[src/slt_pkg.sv]
`default_nettype none
package slt_pkg;

  localparam int DATA_W       = 32;
  localparam int COUNT_OUT_W  = 5;
  localparam int DEF_CAPACITY = 16;

  // Command codes
  localparam logic [1:0] CMD_INSERT = 2'd0;
  localparam logic [1:0] CMD_REMOVE = 2'd1;
  localparam logic [1:0] CMD_CLEAR  = 2'd2;
  localparam logic [1:0] CMD_SHOW   = 2'd3;

  // Result status codes
  localparam logic [1:0] ST_OK       = 2'd0;
  localparam logic [1:0] ST_FULL     = 2'd1;
  localparam logic [1:0] ST_NOTFOUND = 2'd2;
  localparam logic [1:0] ST_EMPTY    = 2'd3;

  // What every cell does in a cycle
  typedef enum logic [1:0] {
    CELL_HOLD,
    CELL_INSERT,
    CELL_REMOVE,
    CELL_ROTATE
  } cell_op_t;

  // Broadcast to the whole chain
  typedef struct packed {
    cell_op_t                  op;
    logic signed [DATA_W-1:0]  value;
  } cell_ctrl_t;

endpackage
`default_nettype wire

[src/slt_cell.sv]
`default_nettype none
module slt_cell (
  input  wire logic                              clk,
  input  wire slt_pkg::cell_ctrl_t               ctrl,
  input  wire logic                              occupied,
  input  wire logic                              tail,
  input  wire logic signed [slt_pkg::DATA_W-1:0] left_entry,
  input  wire logic signed [slt_pkg::DATA_W-1:0] right_entry,
  input  wire logic signed [slt_pkg::DATA_W-1:0] head_entry,
  input  wire logic                              gt_prev,
  input  wire logic                              ge_prev,
  output logic signed [slt_pkg::DATA_W-1:0]      entry,
  output logic                                   gt,
  output logic                                   ge,
  output logic                                   hit
);
  import slt_pkg::*;

  logic signed [DATA_W-1:0] entry_next;

  // Compare the held value against the broadcast operand
  assign gt  = occupied && (entry > ctrl.value);
  assign ge  = occupied && (entry >= ctrl.value);
  // First cell at or above the operand, and equal to it
  assign hit = ge && !ge_prev && (entry == ctrl.value);

  // Pick the next value: shift right on insert, left on remove, rotate on show
  always_comb begin
    entry_next = entry;
    case (ctrl.op)
      CELL_INSERT: begin
        if (gt_prev) begin
          entry_next = left_entry;
        end else if (gt || !occupied) begin
          entry_next = ctrl.value;
        end
      end
      CELL_REMOVE: begin
        if (ge) begin
          entry_next = right_entry;
        end
      end
      CELL_ROTATE: begin
        entry_next = tail ? head_entry : right_entry;
      end
      default: begin
        entry_next = entry;
      end
    endcase
  end

  always_ff @(posedge clk) begin
    entry <= entry_next;
  end

endmodule
`default_nettype wire

[src/sorted_list_table_core.sv]
`default_nettype none
// Sorted table of up to CAPACITY signed 32-bit values, held in ascending order
// in a chain of cells. Input items carry a command in tdata[1:0] and a value in
// tdata[33:2]. Insert, remove and clear each update the cell chain
// and give one result item; an insert on a full table is rejected with status
// full, a remove of an absent value gives status not-found. Show streams the
// stored values from the head cell, one per cycle while the output is not
// stalled, and the chain rotates left by one cell per value sent, so a show
// of N values returns the table to its original order; on an empty table it
// gives one item with status empty. No input item is accepted during a show.
// Results wait in a single output register; entry_count is the count after the
// command, cut to five bits.
module sorted_list_table_core #(
  parameter int CAPACITY = slt_pkg::DEF_CAPACITY
) (
  input  wire logic        clk,
  input  wire logic        rst,
  input  wire logic        s_axis_tvalid,
  output logic             s_axis_tready,
  // [1:0] command, [33:2] value, [39:34] zero
  input  wire logic [39:0] s_axis_tdata,
  output logic             m_axis_tvalid,
  input  wire logic        m_axis_tready,
  // [1:0] status, [33:2] element, [38:34] entry_count, [39] zero
  output logic [39:0]      m_axis_tdata,
  output logic             m_axis_tlast
);
  import slt_pkg::*;

  localparam int CW = $clog2(CAPACITY + 1);
  localparam logic S_IDLE = 1'b0;
  localparam logic S_SHOW = 1'b1;

  logic                     state, state_next;
  logic [CW-1:0]            count, count_next, count_m1;
  logic [CW-1:0]            idx, idx_next;
  logic                     in_fire, out_free, out_load, full, found;
  logic [1:0]               cmd;
  cell_op_t                 cell_op;
  cell_ctrl_t               ctrl;
  logic [1:0]               status_d, status_q;
  logic signed [DATA_W-1:0] element_d, element_q;
  logic                     last_d, last_q;
  logic [COUNT_OUT_W-1:0]   count_q;

  logic signed [DATA_W-1:0] entry [CAPACITY];
  logic [CAPACITY-1:0]      gt, ge, hit;

  assign cmd        = s_axis_tdata[1:0];
  assign ctrl       = '{op: cell_op, value: s_axis_tdata[33:2]};
  assign out_free   = !m_axis_tvalid || m_axis_tready;
  assign s_axis_tready = (state == S_IDLE) && out_free;
  assign in_fire    = s_axis_tvalid && s_axis_tready;
  assign full       = (count == CW'(CAPACITY));
  assign count_m1   = count - 1'b1;
  assign found      = |hit;

  // Cell chain
  for (genvar i = 0; i < CAPACITY; i++) begin : g_cell
    localparam logic [CW-1:0] IDX = CW'(i);
    logic signed [DATA_W-1:0] left_e, right_e;
    logic                     gt_p, ge_p;
    if (i == 0) begin : g_head
      assign left_e = ctrl.value;
      assign gt_p   = 1'b0;
      assign ge_p   = 1'b0;
    end else begin : g_body
      assign left_e = entry[i-1];
      assign gt_p   = gt[i-1];
      assign ge_p   = ge[i-1];
    end
    if (i == CAPACITY - 1) begin : g_end
      assign right_e = entry[i];
    end else begin : g_mid
      assign right_e = entry[i+1];
    end
    slt_cell u_cell (
      .clk         (clk),
      .ctrl        (ctrl),
      .occupied    (IDX < count),
      .tail        (IDX == count_m1),
      .left_entry  (left_e),
      .right_entry (right_e),
      .head_entry  (entry[0]),
      .gt_prev     (gt_p),
      .ge_prev     (ge_p),
      .entry       (entry[i]),
      .gt          (gt[i]),
      .ge          (ge[i]),
      .hit         (hit[i])
    );
  end

  // Decode the command and step the show stream
  always_comb begin
    cell_op    = CELL_HOLD;
    state_next = state;
    count_next = count;
    idx_next   = idx;
    out_load   = 1'b0;
    status_d   = ST_OK;
    element_d  = '0;
    last_d     = 1'b1;
    if (state == S_SHOW) begin
      if (out_free) begin
        out_load  = 1'b1;
        cell_op   = CELL_ROTATE;
        element_d = entry[0];
        last_d    = (idx == count_m1);
        idx_next  = idx + 1'b1;
        if (idx == count_m1) begin
          state_next = S_IDLE;
        end
      end
    end else if (in_fire) begin
      out_load = 1'b1;
      case (cmd)
        CMD_INSERT: begin
          if (full) begin
            status_d = ST_FULL;
          end else begin
            cell_op    = CELL_INSERT;
            count_next = count + 1'b1;
          end
        end
        CMD_REMOVE: begin
          if (found) begin
            cell_op    = CELL_REMOVE;
            count_next = count_m1;
          end else begin
            status_d = ST_NOTFOUND;
          end
        end
        CMD_CLEAR: begin
          count_next = '0;
        end
        CMD_SHOW: begin
          if (count == '0) begin
            status_d = ST_EMPTY;
          end else begin
            out_load   = 1'b0;
            state_next = S_SHOW;
            idx_next   = '0;
          end
        end
        default: begin
          status_d = ST_OK;
        end
      endcase
    end
  end

  // Control registers
  always_ff @(posedge clk) begin
    if (rst) begin
      state         <= S_IDLE;
      count         <= '0;
      idx           <= '0;
      m_axis_tvalid <= 1'b0;
    end else begin
      state <= state_next;
      count <= count_next;
      idx   <= idx_next;
      if (out_load) begin
        m_axis_tvalid <= 1'b1;
      end else if (m_axis_tready) begin
        m_axis_tvalid <= 1'b0;
      end
    end
  end

  // Result payload
  always_ff @(posedge clk) begin
    if (out_load) begin
      status_q  <= status_d;
      element_q <= element_d;
      count_q   <= COUNT_OUT_W'(count_next);
      last_q    <= last_d;
    end
  end

  assign m_axis_tdata = {1'b0, count_q, element_q, status_q};
  assign m_axis_tlast = last_q;

  // Checks
  a_count_bound: assert property (@(posedge clk) disable iff (rst)
    count <= CW'(CAPACITY))
    else $error("stored count above capacity");

  a_no_accept_in_show: assert property (@(posedge clk) disable iff (rst)
    (state == S_SHOW) |-> !s_axis_tready)
    else $error("input accepted during show");

  a_empty_result: assert property (@(posedge clk) disable iff (rst)
    (m_axis_tvalid && status_q == ST_EMPTY) |-> (count_q == '0 && last_q))
    else $error("empty status with stored values");

  a_full_result: assert property (@(posedge clk) disable iff (rst)
    (m_axis_tvalid && status_q == ST_FULL) |-> (count_q == COUNT_OUT_W'(CAPACITY)))
    else $error("full status below capacity");

  a_show_start: assert property (@(posedge clk) disable iff (rst)
    (in_fire && cmd == CMD_SHOW && count != '0) |=> (state == S_SHOW && idx == '0))
    else $error("show did not start");

endmodule
`default_nettype wire
[config.mk]
export PLATFORM = sky130hd
export DESIGN_NAME = sorted_list_table_core
export DESIGN_NICKNAME = d
export VERILOG_FILES = /design/src/slt_pkg.sv /design/src/slt_cell.sv /design/src/sorted_list_table_core.sv
export SDC_FILE = /design/constraint.sdc
export NUM_CORES = 2
export LEC_CHECK = 0
export ABC_AREA = 1
export ABC_CLOCK_PERIOD_IN_PS = 7900
export BUFFER_PORTS_ARGS = -buffer_cell sky130_fd_sc_hd__buf_2
export CELL_PAD_IN_SITES_DETAIL_PLACEMENT = 1
export CELL_PAD_IN_SITES_GLOBAL_PLACEMENT = 2
export CORE_UTILIZATION = 38
export DETAILED_ROUTE_END_ITERATION = 10
export GPL_TIMING_DRIVEN = 0
export PLACE_DENSITY = 0.92
export SETUP_SLACK_MARGIN = 0.5
export SLEW_MARGIN = 20
export SYNTH_ARGS = -nofsm -noshare
export SYNTH_HDL_FRONTEND = slang
export SYNTH_SLANG_ARGS = --single-unit
export TNS_END_PERCENT = 10
[constraint.sdc]
create_clock -name clk -period 7.9 [get_ports clk]
set_clock_uncertainty 0.15 [all_clocks]
set_input_delay 1.58 -clock clk [delete_from_list [all_inputs] [get_ports clk]]
set_output_delay 1.58 -clock clk [all_outputs]
set_load 0.1 [all_outputs]
==> out/qor.txt <==
outcome: finished, final reports clean
CTS Buf Count: 77
Crit Path Class: input port to flip-flop
Mapped Nets: 7,578
Final Instance Area: 0.0558 mm2
worst vdd ir: 0.000151 V
RSZ-0062 raised after global routing: false
Post-synth EDFFs: 552
htree depth: 3
Cell Area, Placed: 0.0534 mm2
PwrDens: 151 mW/mm2
largest net degree at the start of global routing: 33
Total Routed Length: 243,000 um
clock buffer depth: 3
Clock Sinks: 564
port bufs: 78
Slew Limit Fails: 0
GR Util met1: 0.441
Via Count: 52,100
crit path time final: 7.32 ns
met2 Use GR: 0.582
fill count: 16,600
first-pass GRT wire length: 346,000 um
total track usage: 0.358
CTS root buf: clkbuf_16
vias in the first global route: 52,100
worst skew pair latency: 0.71 ns
Post-Syn Area: 0.0501 mm2
Commonest cells post-synth: nand2_1, inv_1, o21ai_0
clk slew on worst S/H paths: 0.06 ns
Arrival @ worst endpoint: 7.55 ns
dominant cell by count in the synthesized netlist: nand2_1
WP data required: 8.13 ns
register bit total from synthesis: 564
initial antenna violation count: 14
Syn-to-layout area delta: 11.3%
Initial Util: 0.385
CTS hold repair buffers: 0
Place WS: -0.187 ns
width of the die: 365 um
gr ovfl total: 0
top-area cell type share of the netlist area: 0.331
mean post-synth cell area: 7.14 um2
Critical Path End Type: flip-flop
Routed WL per cell: 26.9 um
area of the core: 0.130 mm2
Worst Path Max Fanout: 25
sequential element share of the synthesized area: 0.336
Pre-antenna DRT Iters: 5
CTS tree: done
DRT iter0 DRCs: 4,685
leading area contributor after synthesis: edfxtp_1
Pwr Total: 8.41 mW
Area contributors post-synth: edfxtp_1, nand2_1, ha_1
Vias/cell: 5.78
HP Class: flip-flop to flip-flop
WHS: 0.367 ns
Async SR Flop Fraction: 0
Die ar.: 0.133 mm2
maximum clock frequency: 137 MHz
cells after synthesis: 7,014
Hold Vio Cnt, Final: 0
final layout net count: 7,770
Least-Margin Pin Slew: 1.29 ns
GP Congestion: 0.970
post-CTS setup repair buffer count: 0
Critical Path Start Type: input port
leakage power: 25.5 nW
hpwl dp: 202,000 um
DRC: 0
Yosys warning total: 0
crit share post-route: 0.927
Yosys cell types: 48
Die Ht: 365 um
Max-Cap Viols: 0
Post-DRT Antenna Nets: 0
layout cell share with drive strength beyond 1: 0.0559
Post-synth top flop: edfxtp_1
met3 Usage GRT: 0.0624
Worst slew margin: 0.137
Row Count: 132
fin worst setup slack: 0.578 ns
layer with the highest usage: met2
Final setup viols: 0
io pins: 87
cell usage in the layout, fill, tap and decap left out, types with 4 or more instances in the layout:
cell,synthesis,routed
nand2_1,2475,2474
inv_1,714,714
o21ai_0,616,616
edfxtp_1,552,552
nand3_1,540,540
ha_1,520,520
o211ai_1,450,450
clkbuf_1,324,306
a21oi_1,246,244
nor2_1,229,221
buf_2,51,130
clkbuf_16,0,77
nand4_1,50,50
buf_6,45,49
clkbuf_2,0,39
o21a_1,31,30
buf_1,23,23
nor3_1,23,21
clkinv_1,1,17
buf_4,9,16
a21o_1,15,15
buf_12,0,15
inv_2,12,12
dfxtp_1,12,12
o21bai_1,10,10
nor2_2,7,9
diode_2,0,8
nor2_4,2,8
clkbuf_8,0,7
buf_16,0,7
and2_1,5,5
nor4_1,7,5
a211oi_1,4,4
nor4_2,3,4
nor3b_1,6,4
clkinv_8,0,4
clkinv_2,0,4
cell families after synthesis:
family	after synthesis	share of synthesized area
buffers and inverters	1180	0.0972
AOI/OAI and AO/OA	1386	0.165
xor gates and xnor gates	4	0.000699
DFF	564	0.336
and+or+nand+nor	3359	0.272
other	1	0.0000749
adders and majority gates	520	0.130
final timing paths:
path | from | end | slack [ns] | cells after the start
worst max register to register | g_cell[4].u_cell.entry[31] | g_cell[4].u_cell.entry[7] | 2.04 | 20
worst min register to register | state | idx[1] | 0.37 | 2
worst min-delay path | state | idx[1] | 0.37 | 2
worst max-delay path | s_axis_tdata[33] | g_cell[4].u_cell.entry[7] | 0.58 | 23
state kept, by name, indices dropped and copies added, names as in the netlist:
name                 cells
m_axis_tvalid            1
count_q                  5
m_axis_tlast             1
state                    1
count                    5
idx                      5
g_cell.u_cell.entry    512
status_q                 2
element_q               32
metrics by stage:
stage	TNS, ns	utilization	cells
2_1_floorplan	0	-	7014
3_3_place_gp	-1007.58	0.405	8834
3_5_place_dp	-2.91	0.410	8868
4_1_cts	0	0.428	9002
5_1_grt	0	0.428	9003
6_report	0	0.429	9011
timing repair:
item / in CTS / in global routing
gates cloned: 0 / 0
endpoints found under the setup margin: 13 / 95
gates resized for setup: 1 / 3
report_power, final:
group	switching [mW]	internal [mW]	total [mW]
sequential	0.0687	3.41	3.48
combinational	1.10	0.423	1.52
clock	1.56	1.86	3.42
worst max-delay path, cell delays in order:
cell	delay (ns)
buf_2	0.20
inv_1	0.22
buf_2	0.60
ha_1	0.35
nand2_1	0.10
nor2_1	0.17
nand4_1	0.23
nor4_2	0.53
nand4_1	0.47
nor2_2	0.31
nand3_1	0.11
nand2_1	0.11
inv_1	0.09
nand2_1	0.14
nor2_4	0.07
nand2_4	0.10
nand3_4	0.26
nand2_4	0.30
inv_4	0.12
buf_2	0.34
a22oi_2	0.62
buf_8	0.24
buf_6	0.19
area by class of cell:
| type | instances | area, um2 | share of cell area |
|---|---|---|---|
| diodes | 8 | 20.0 | 0.000359 |
| plain buffers | 452 | 2180 | 0.0391 |
| clock buffers | 106 | 2110 | 0.0378 |
| clock inverters | 28 | 190 | 0.00341 |
| inverters | 728 | 2740 | 0.0490 |
| multi-input cells | 5270 | 28500 | 0.512 |
| flip-flops and latches | 564 | 16800 | 0.301 |
| well taps | 1742 | 2180 | 0.0391 |
| repair buffers | 113 | 1010 | 0.0181 |
per-layer routing:
layer	vias to the layer above	share of wire	wire, um
met5	-	0.0010	246
met4	6	0.067	16200
met3	579	0.073	17600
met2	2041	0.45	110000
met1	25400	0.40	98200
li1	24100	-	-
(Power assumes the default switching activity.)
